## config.mk

```make
export PLATFORM = sky130hd
export DESIGN_NAME = ps2_mouse_device_responder
export DESIGN_NICKNAME = d
export VERILOG_FILES = /design/src/ps2md_pkg.sv /design/src/ps2_mouse_device_responder.sv /design/src/ps2md_ram.sv /design/src/ps2md_core.sv /design/src/ps2md_out.sv
export SDC_FILE = /design/constraint.sdc
export NUM_CORES = 1
export LEC_CHECK = 0
export BUFFER_PORTS_ARGS = -buffer_cell sky130_fd_sc_hd__clkbuf_2
export CORE_ASPECT_RATIO = 0.9
export CORE_MARGIN = 4
export CORE_UTILIZATION = 50
export CTS_CLUSTER_DIAMETER = 200
export CTS_CLUSTER_SIZE = 8
export DETAILED_ROUTE_END_ITERATION = 10
export GPL_ROUTABILITY_DRIVEN = 1
export GPL_TIMING_DRIVEN = 0
export PLACE_DENSITY = 0.68
export SKIP_CTS_REPAIR_TIMING = 1
export SYNTH_ARGS = -nofsm -noshare
export SYNTH_HDL_FRONTEND = slang
export SYNTH_SLANG_ARGS = --single-unit
```

## constraint.sdc

```tcl
create_clock -name clk -period 8.3 [get_ports clk]
set_input_delay 0.415 -clock clk [delete_from_list [all_inputs] [get_ports clk]]
set_output_delay 0.415 -clock clk [all_outputs]
set_load 0.02 [all_outputs]
```

## src/ps2md_pkg.sv

```systemverilog
// shared types and constants for the ps2 mouse device responder
`timescale 1ns / 1ps
`default_nettype none
package ps2md_pkg;

	typedef enum logic [1:0] {
		CMD_HOST  = 2'd0,
		CMD_TICK  = 2'd1,
		CMD_SLOT  = 2'd2,
		CMD_READ  = 2'd3
	} cmd_t;

	localparam logic KIND_HOST   = 1'b0;
	localparam logic KIND_STATUS = 1'b1;

	localparam logic [7:0] BYTE_ACK      = 8'hFA;
	localparam logic [7:0] BYTE_BAT_OK   = 8'hAA;
	localparam logic [7:0] BYTE_DEV_ID   = 8'h10;
	localparam logic [7:0] HOST_RESET    = 8'hFF;
	localparam logic [7:0] HOST_RATE     = 8'hF3;
	localparam logic [7:0] HOST_RATE_VAL = 8'd40;
	localparam logic [7:0] HOST_READ     = 8'hEB;
	localparam logic [7:0] BTN_SYNC      = 8'h08;
	localparam logic [7:0] CLAMP_NEG     = 8'h80;
	localparam logic [7:0] CLAMP_POS     = 8'h7F;

	localparam logic [19:0] TIMEOUT_RESET = 20'd50000;
	localparam logic [19:0] TICK_MAX      = 20'hFFFFF;
	localparam logic [8:0]  AWAIT_LEN     = 9'h100;

	// result group produced by one request
	typedef struct packed {
		logic [2:0]      cnt;
		logic            kind;
		logic [3:0][7:0] bytes;
	} bundle_t;

endpackage
`default_nettype wire

```

## src/ps2_mouse_device_responder.sv

```systemverilog
// top level of the ps2 mouse device responder
// usage:
//   requests enter on the s_ group; tuser is the command (host byte, tick,
//   send slot free, read status) and tdata carries the mouse sample, host byte
//   and status index. results leave on the m_ group one byte per cycle while m_tready is high; tuser
//   marks host bytes versus status read data, tlast the last byte of a request.
//   timeout_ticks is written on the cfg_ channel, which is always ready.
// a request is registered in the request register, decided there, and its
//   result bytes are registered in the output register before they are valid.
// requests are taken one per cycle while results drain; a request that makes
//   n result bytes (up to four) holds the output register until its last byte
//   is taken, so the next result-producing request waits for it.
// the status store is read when a request is taken and written when it is
//   decided, with same-edge forwarding between the two.
// reset: idle phase, timeout 50000, status store reads as zero until written.
// a stalled m_tready holds the current byte and backs up into s_tready.
`timescale 1ns / 1ps
`default_nettype none
module ps2_mouse_device_responder #(
	parameter int STATUS_DEPTH = 16
) (
	input  wire         clk,
	input  wire         arst_n,
	input  wire         s_tvalid,
	output logic        s_tready,
	// host_byte[7:0], mouse_active[8], mouse_dx[24:9], mouse_dy[40:25],
	// mouse_buttons[43:41], status_index[47:44]
	input  wire  [47:0] s_tdata,
	// cmd[1:0]
	input  wire  [1:0]  s_tuser,
	input  wire         cfg_valid,
	output logic        cfg_ready,
	input  wire  [19:0] cfg_data,
	output logic        m_tvalid,
	input  wire         m_tready,
	// out_byte[7:0]
	output logic [7:0]  m_tdata,
	// out_kind[0]
	output logic        m_tuser,
	output logic        m_tlast
);

	logic               out_free;
	logic               bun_load;
	ps2md_pkg::bundle_t bun;

	assign cfg_ready = 1'b1;

	ps2md_core #(
		.STATUS_DEPTH(STATUS_DEPTH)
	) u_core (
		.clk      (clk),
		.arst_n   (arst_n),
		.in_valid (s_tvalid),
		.in_ready (s_tready),
		.in_data  (s_tdata),
		.in_cmd   (s_tuser),
		.cfg_we   (cfg_valid && cfg_ready),
		.cfg_value(cfg_data),
		.out_free (out_free),
		.bun_load (bun_load),
		.bun      (bun)
	);

	ps2md_out u_out (
		.clk     (clk),
		.arst_n  (arst_n),
		.load    (bun_load),
		.bun_in  (bun),
		.free    (out_free),
		.m_tvalid(m_tvalid),
		.m_tready(m_tready),
		.m_tdata (m_tdata),
		.m_tuser (m_tuser),
		.m_tlast (m_tlast)
	);

endmodule
`default_nettype wire

```

## src/ps2md_ram.sv

```systemverilog
// generic single write port ram with registered read
`timescale 1ns / 1ps
`default_nettype none
module ps2md_ram #(
	parameter int WIDTH = 8,
	parameter int DEPTH = 16
) (
	input  wire                                  clk,
	input  wire                                  we,
	input  wire  [(DEPTH > 1 ? $clog2(DEPTH) : 1)-1:0] waddr,
	input  wire  [WIDTH-1:0]                     wdata,
	input  wire                                  re,
	input  wire  [(DEPTH > 1 ? $clog2(DEPTH) : 1)-1:0] raddr,
	output logic [WIDTH-1:0]                     rdata
);

	logic [WIDTH-1:0] mem [DEPTH];

	always_ff @(posedge clk) begin
		if (we) begin
			mem[waddr] <= wdata;
		end
		if (re) begin
			rdata <= mem[raddr];
		end
	end

endmodule
`default_nettype wire

```

## src/ps2md_core.sv

```systemverilog
// input register, protocol state and status store
`timescale 1ns / 1ps
`default_nettype none
module ps2md_core #(
	parameter int STATUS_DEPTH = 16
) (
	input  wire                     clk,
	input  wire                     arst_n,
	input  wire                     in_valid,
	output logic                    in_ready,
	input  wire  [47:0]             in_data,
	input  wire  [1:0]              in_cmd,
	input  wire                     cfg_we,
	input  wire  [19:0]             cfg_value,
	input  wire                     out_free,
	output logic                    bun_load,
	output ps2md_pkg::bundle_t      bun
);

	localparam int AW = (STATUS_DEPTH > 1) ? $clog2(STATUS_DEPTH) : 1;
	localparam int PW = $clog2(STATUS_DEPTH + 1);

	typedef enum logic [1:0] {
		PH_IDLE = 2'd0,
		PH_SEND = 2'd1,
		PH_RECV = 2'd2
	} phase_t;

	// request register
	logic        vld_s1;
	logic [1:0]  cmd_s1;
	logic [7:0]  hb_s1;
	logic        act_s1;
	logic [15:0] dx_s1;
	logic [15:0] dy_s1;
	logic [2:0]  btn_s1;
	logic        rng_s1;
	logic        byp_s1;
	logic [7:0]  bypd_s1;
	logic        rvld_s1;

	phase_t      phase_q, phase_d;
	logic [PW-1:0] ptr_q, ptr_d;
	logic [8:0]  left_q, left_d;
	logic [19:0] ticks_q, ticks_d;
	logic [19:0] timeout_q;
	logic [STATUS_DEPTH-1:0] svld_q;

	logic          accept, commit;
	logic [8:0]    idx_w;
	logic [AW-1:0] raddr, waddr;
	logic          rng;
	logic          we;
	logic [7:0]    rdata;
	logic [8:0]    left_dec;
	logic [19:0]   ticks_inc;
	logic signed [16:0] ndy;
	logic [7:0]    dx_c, dy_c;
	ps2md_pkg::bundle_t res;

	assign idx_w  = 9'(in_data[47:44]);
	assign raddr  = idx_w[AW-1:0];
	assign rng    = idx_w < 9'(STATUS_DEPTH);
	assign waddr  = ptr_q[AW-1:0];

	assign commit   = vld_s1 && (out_free || res.cnt == 3'd0);
	assign in_ready = !vld_s1 || commit;
	assign accept   = in_valid && in_ready;
	assign bun_load = commit && res.cnt != 3'd0;
	assign bun      = res;

	ps2md_ram #(
		.WIDTH(8),
		.DEPTH(STATUS_DEPTH)
	) u_store (
		.clk  (clk),
		.we   (we && commit),
		.waddr(waddr),
		.wdata(hb_s1),
		.re   (accept),
		.raddr(raddr),
		.rdata(rdata)
	);

	// clamps
	assign ndy = -$signed({dy_s1[15], dy_s1});
	always_comb begin
		if ($signed(dx_s1) < -16'sd128) begin
			dx_c = ps2md_pkg::CLAMP_NEG;
		end else if ($signed(dx_s1) > 16'sd127) begin
			dx_c = ps2md_pkg::CLAMP_POS;
		end else begin
			dx_c = dx_s1[7:0];
		end
		if (ndy < -17'sd128) begin
			dy_c = ps2md_pkg::CLAMP_NEG;
		end else if (ndy > 17'sd127) begin
			dy_c = ps2md_pkg::CLAMP_POS;
		end else begin
			dy_c = ndy[7:0];
		end
	end

	assign left_dec  = left_q - 9'd1;
	assign ticks_inc = (ticks_q < ps2md_pkg::TICK_MAX) ? ticks_q + 20'd1 : ticks_q;

	always_comb begin
		phase_d   = phase_q;
		ptr_d     = ptr_q;
		left_d    = left_q;
		ticks_d   = ticks_q;
		we        = 1'b0;
		res.cnt   = 3'd0;
		res.kind  = ps2md_pkg::KIND_HOST;
		res.bytes = '0;
		unique case (ps2md_pkg::cmd_t'(cmd_s1))
			ps2md_pkg::CMD_HOST: begin
				if (phase_q == PH_IDLE) begin
					if (hb_s1 == ps2md_pkg::HOST_RESET) begin
						res.cnt      = 3'd3;
						res.bytes[0] = ps2md_pkg::BYTE_ACK;
						res.bytes[1] = ps2md_pkg::BYTE_BAT_OK;
						res.bytes[2] = ps2md_pkg::BYTE_DEV_ID;
					end else if (hb_s1 == ps2md_pkg::HOST_RATE ||
							hb_s1 == ps2md_pkg::HOST_RATE_VAL) begin
						res.cnt      = 3'd1;
						res.bytes[0] = ps2md_pkg::BYTE_ACK;
					end else if (hb_s1 == ps2md_pkg::HOST_READ) begin
						phase_d = PH_SEND;
					end
				end else if (phase_q == PH_RECV) begin
					ticks_d = '0;
					if (left_q[8]) begin
						left_d = 9'(hb_s1);
						if (hb_s1 == 8'd0) begin
							phase_d = PH_IDLE;
						end
					end else if (left_q != 9'd0) begin
						if (ptr_q < PW'(STATUS_DEPTH)) begin
							we    = 1'b1;
							ptr_d = ptr_q + PW'(1);
						end
						left_d = left_dec;
						if (left_dec == 9'd0) begin
							phase_d = PH_IDLE;
						end
					end else begin
						phase_d = PH_IDLE;
					end
				end
			end
			ps2md_pkg::CMD_TICK: begin
				if (phase_q == PH_RECV) begin
					ticks_d = ticks_inc;
					if (ticks_inc > timeout_q) begin
						phase_d = PH_IDLE;
					end
				end
			end
			ps2md_pkg::CMD_SLOT: begin
				if (phase_q == PH_SEND) begin
					res.cnt      = 3'd4;
					res.bytes[0] = ps2md_pkg::BYTE_ACK;
					if (act_s1) begin
						res.bytes[1] = ps2md_pkg::BTN_SYNC | 8'(btn_s1);
						res.bytes[2] = dx_c;
						res.bytes[3] = dy_c;
					end
					phase_d = PH_RECV;
					ptr_d   = '0;
					left_d  = ps2md_pkg::AWAIT_LEN;
					ticks_d = '0;
				end
			end
			ps2md_pkg::CMD_READ: begin
				res.cnt  = 3'd1;
				res.kind = ps2md_pkg::KIND_STATUS;
				if (rng_s1) begin
					if (byp_s1) begin
						res.bytes[0] = bypd_s1;
					end else if (rvld_s1) begin
						res.bytes[0] = rdata;
					end
				end
			end
			default: begin
			end
		endcase
	end

	always_ff @(posedge clk or negedge arst_n) begin
		if (!arst_n) begin
			vld_s1    <= 1'b0;
			phase_q   <= PH_IDLE;
			ptr_q     <= '0;
			left_q    <= '0;
			ticks_q   <= '0;
			timeout_q <= ps2md_pkg::TIMEOUT_RESET;
			svld_q    <= '0;
		end else begin
			if (cfg_we) begin
				timeout_q <= cfg_value;
			end
			if (commit) begin
				phase_q <= phase_d;
				ptr_q   <= ptr_d;
				left_q  <= left_d;
				ticks_q <= ticks_d;
				if (we) begin
					svld_q[waddr] <= 1'b1;
				end
			end
			if (accept) begin
				vld_s1 <= 1'b1;
			end else if (commit) begin
				vld_s1 <= 1'b0;
			end
		end
	end

	// payload, with forwarding of a store write landing on the same edge
	always_ff @(posedge clk) begin
		if (accept) begin
			cmd_s1  <= in_cmd;
			hb_s1   <= in_data[7:0];
			act_s1  <= in_data[8];
			dx_s1   <= in_data[24:9];
			dy_s1   <= in_data[40:25];
			btn_s1  <= in_data[43:41];
			rng_s1  <= rng;
			byp_s1  <= we && commit && waddr == raddr;
			bypd_s1 <= hb_s1;
			rvld_s1 <= rng && svld_q[raddr];
		end
	end

endmodule
`default_nettype wire

```

## src/ps2md_out.sv

```systemverilog
// result register that hands out one byte of a group per cycle while m_tready is high
`timescale 1ns / 1ps
`default_nettype none
module ps2md_out (
	input  wire                 clk,
	input  wire                 arst_n,
	input  wire                 load,
	input  ps2md_pkg::bundle_t  bun_in,
	output logic                free,
	output logic                m_tvalid,
	input  wire                 m_tready,
	output logic [7:0]          m_tdata,
	output logic                m_tuser,
	output logic                m_tlast
);

	logic               have_q;
	logic [1:0]         pos_q;
	ps2md_pkg::bundle_t bun_q;
	logic [1:0]         last_pos;

	assign last_pos = 2'(bun_q.cnt - 3'd1);
	assign m_tvalid = have_q;
	assign m_tdata  = bun_q.bytes[pos_q];
	assign m_tuser  = bun_q.kind;
	assign m_tlast  = pos_q == last_pos;
	assign free     = !have_q || (m_tready && m_tlast);

	always_ff @(posedge clk or negedge arst_n) begin
		if (!arst_n) begin
			have_q <= 1'b0;
			pos_q  <= '0;
		end else begin
			if (load) begin
				have_q <= 1'b1;
				pos_q  <= '0;
			end else if (have_q && m_tready) begin
				if (m_tlast) begin
					have_q <= 1'b0;
				end else begin
					pos_q <= pos_q + 2'd1;
				end
			end
		end
	end

	always_ff @(posedge clk) begin
		if (load) begin
			bun_q <= bun_in;
		end
	end

endmodule
`default_nettype wire
```

==> results.tsv <==
stage	metric	value	unit
outcome	outcome	completed	
sta	Worst-Margin Slew	0.904	ns
synthesis	Synth warnings	0	
power	peak supply drop	0.154	mV
power	Total Power	4170	uW
setup_path	Worst EP required	8.72	ns
cts	CTS Buf Count	43	
synthesis	Synth top area share	0.478	
synthesis	post-synth net total	1143	
worst_hold_path	WHS Endpoint	u_core.dy_s1[6]	
power	power density cells	256	mW/mm2
global_route	Overflow after GRT	0	
synthesis	mapped cell area	0.0141	mm2
drt	routed wire length	31600	um
synthesis	leading area contributor after synthesis	edfxtp_1	
flow_run	MaxCap Viol Count	0	
drt	Post-route DRC	0	
sta	number of setup violations in the final report	0	
synthesis	top post-synthesis cells by area	edfxtp_1 48%, dfrtp_1 12%, mux4_2 8.2%	
sta	final worst-path cycle share	0.510	
layout	share of layout cells above drive strength 1	0.209	
setup_path	Worst R2R Start	u_core.ticks_q[6]	
drt	via/cell ratio	5.91	
place	Final GP Congestion	0.866	
floorplan	Die Wd	185	um
setup_path	CP Max Fanout	10	
global_route	largest net degree at the start of global routing	50	
synthesis	Post-synth ARST share	0.253	
synthesis	Distinct cells, synth	79	
cts	Skew-Pair Late Insertion Delay	0.54	ns
sta	f_max	0.236	GHz
worst_hold_path	hold crit path type	in -> reg	
cts	CTS clk-pin slew, worst paths	0.06	ns
worst_hold_path	hold path start	s_tdata[31]	
synthesis	commonest cells in the netlist	224 x edfxtp_1, 75 x nand2_1, 70 x dfrtp_1	
setup_path	reg-to-reg slack, setup	4.07	ns
setup_path	Worst R2R End	u_core.phase_q[1]	
sta	total negative slack	0	ns
cts	clock sink count	300	
drt	via count	9129	
drt	routed len/inst	20.4	um
sta	Final Critical Period	4.23	ns
setup_path	WP data arrival	4.65	ns
layout	final-stage net count	1273	
floorplan	Starting Density	0.514	
layout	ANT cells	0	
synthesis	syn_area_per_cell	13.6	um2
power	Leak Pwr	0.00618	uW
cts	H-Tree Level Count	2	
sta	unrepaired setup endpoints after global routing	no	
synthesis	most common flop cell mapped by yosys	edfxtp_1	
floorplan	core area	0.0274	mm2
layout	synthesis-to-finish area growth	15.6	%
sta	clk_skew	0.0200	ns
floorplan	full die area	0.0309	mm2
global_route	initial antenna violation count	0	
cts	CTS tree	yes	
floorplan	Die Y	167	um
global_route	first-pass GRT wire length	50300	um
place	DP HPWL	21200	um
drt	initial detailed-routing violation count	848	
cts	CTS Buffer Depth	3	
setup_path	nature of the critical path endpoint	flip-flop	
drt	Antenna Violating Nets Remaining	0	
synthesis	Seq/Total Area, Yosys	0.614	
synthesis	Synth Register Bits	300	
cts	Root Buffer	clkbuf_16	
sta	Final Hold Viols	0	
global_route	Global Route Usage Sum	0.205	
synthesis	cell count after synthesis	1034	
drt	drt pass-1 iters	5	
layout	# fillers	2200	
sta	Max-slew headroom	0.397	
global_route	vias in the first global route	8888	
setup_path	Worst Setup Path Type	reg -> reg	
synthesis	top-count cell post-synth	edfxtp_1	
sta	Max Slew Vio Count	0	
setup_path	CP Launch Type	flip-flop	
floorplan	I/O pin count	88	
worst_hold_path	hold depth	1	
synthesis	number of flops mapped to enable cells by yosys	224	
setup_path	Reg2Reg Depth	14	
floorplan	Rows	57	
place	port bufs	81	
[sequential cells by signal, summed over array words and instances (netlist names), 3 cells and up]
name and flops:
u_core.btn_s1 3, u_core.bypd_s1 8, u_core.dx_s1 16, u_core.dy_s1 16
u_core.hb_s1 8, u_core.left_q 9, u_core.ptr_q 5, u_core.svld_q 16
u_core.ticks_q 20, u_core.timeout_q 20, u_core.u_store.mem 128, u_core.u_store.rdata 8
u_out.bun_q 31
[layout make-up]
class	instances	area, um2	area share
plain buffers	52	264	0.0162
clock buffers	69	1190	0.0734
clock inverters	3	70.1	0.00430
inverters	45	169	0.0104
multi-input cells	637	5030	0.309
flip-flops and latches	300	8640	0.531
well taps	354	443	0.0272
repair buffers	85	473	0.0291
[layer usage]
metal	vias to the layer above	wire, um	part of all wire	GRT usage
li1	4233	-	-	-
met1	4513	14100	0.45	0.314
met2	336	14500	0.46	0.311
met3	47	2400	0.076	0.0375
met4	0	558	0.018	0.0453
met5	-	0	0	0
[power by group]
| part | leakage, uW | switching [uW] | internal [uW] |
|---|---|---|---|
| logic | 0.00253 | 408 | 285 |
| registers | 0.00305 | 110 | 1740 |
| clock network | 0.000603 | 643 | 987 |
| total | 0.00618 | 1160 | 3010 |
[worst max-delay path, cell delays in order, from the launching register on]
cell and delay, ns:
dfrtp_1 0.32, clkbuf_1 0.31, nand4_1 0.18, or3_1 0.40
nor3_2 0.50, buf_2 0.33, nor4_1 0.11, xnor2_1 0.15
ha_1 0.32, nand4_1 0.15, or4_1 0.59, o21ai_0 0.23
nor4_1 0.08, o211ai_2 0.09, mux2_2 0.35
[logic make-up (layout without fill, tap and decap cells)]
group           Yosys count  count (layout)  share of synthesized area
compound gates          207             207                      0.106
xor+xnor                 29              29                     0.0180
fa+ha+maj                34              34                     0.0302
buf+inv                  97             254                     0.0308
flops                   300             300                      0.614
mux                      63              63                     0.0910
other cells               1               1                   0.000266
simple gates            303             303                      0.110
[stage by stage]
stage	instances	hold slack, ns	area, um2	util	worst slack [ns]
4_1_cts	1544	-0.161	16300	0.594	4.11
3_3_place_gp	1469	0.436	14900	0.545	1.78
2_1_floorplan	1034	0.119	14100	-	3.46
3_5_place_dp	1472	0.415	15000	0.548	4.13
5_1_grt	1545	0.0291	16300	0.594	3.82
6_report	1545	0.0435	16300	0.594	4.07
[placed cells by master, fill, tap and decap left out, drive strengths merged, types with 10 or more instances in the layout]
cell type  instances
o21ai             47
a31o              18
mux4              51
a22o              21
edfxtp           224
nand2b            11
or3               11
nor2              67
buf               23
nor2b             12
dfrtp             70
nor4              11
a21oi             28
nand3             25
clkbuf           182
and3              20
nand4             12
xnor2             20
o211ai            11
nand2             75
inv               46
mux2              10
nor3              22
ha                34
a21o              14
[how the worst max path moves through the flow]
stage | start | to | slack [ns]
6_report | u_core.ticks_q[6] | u_core.phase_q[1] | 4.07
2_1_floorplan | u_core.hb_s1[2] | u_core.act_s1 | 3.46
3_5_place_dp | u_core.ticks_q[6] | u_core.phase_q[1] | 4.13
5_1_grt | u_core.ticks_q[6] | u_core.phase_q[0] | 3.82
3_3_place_gp | u_core.hb_s1[7] | u_core.hb_s1[7] | 1.78
4_1_cts | u_core.ticks_q[6] | u_core.phase_q[1] | 4.11
Note: power is estimated with default switching activity, not from simulation.
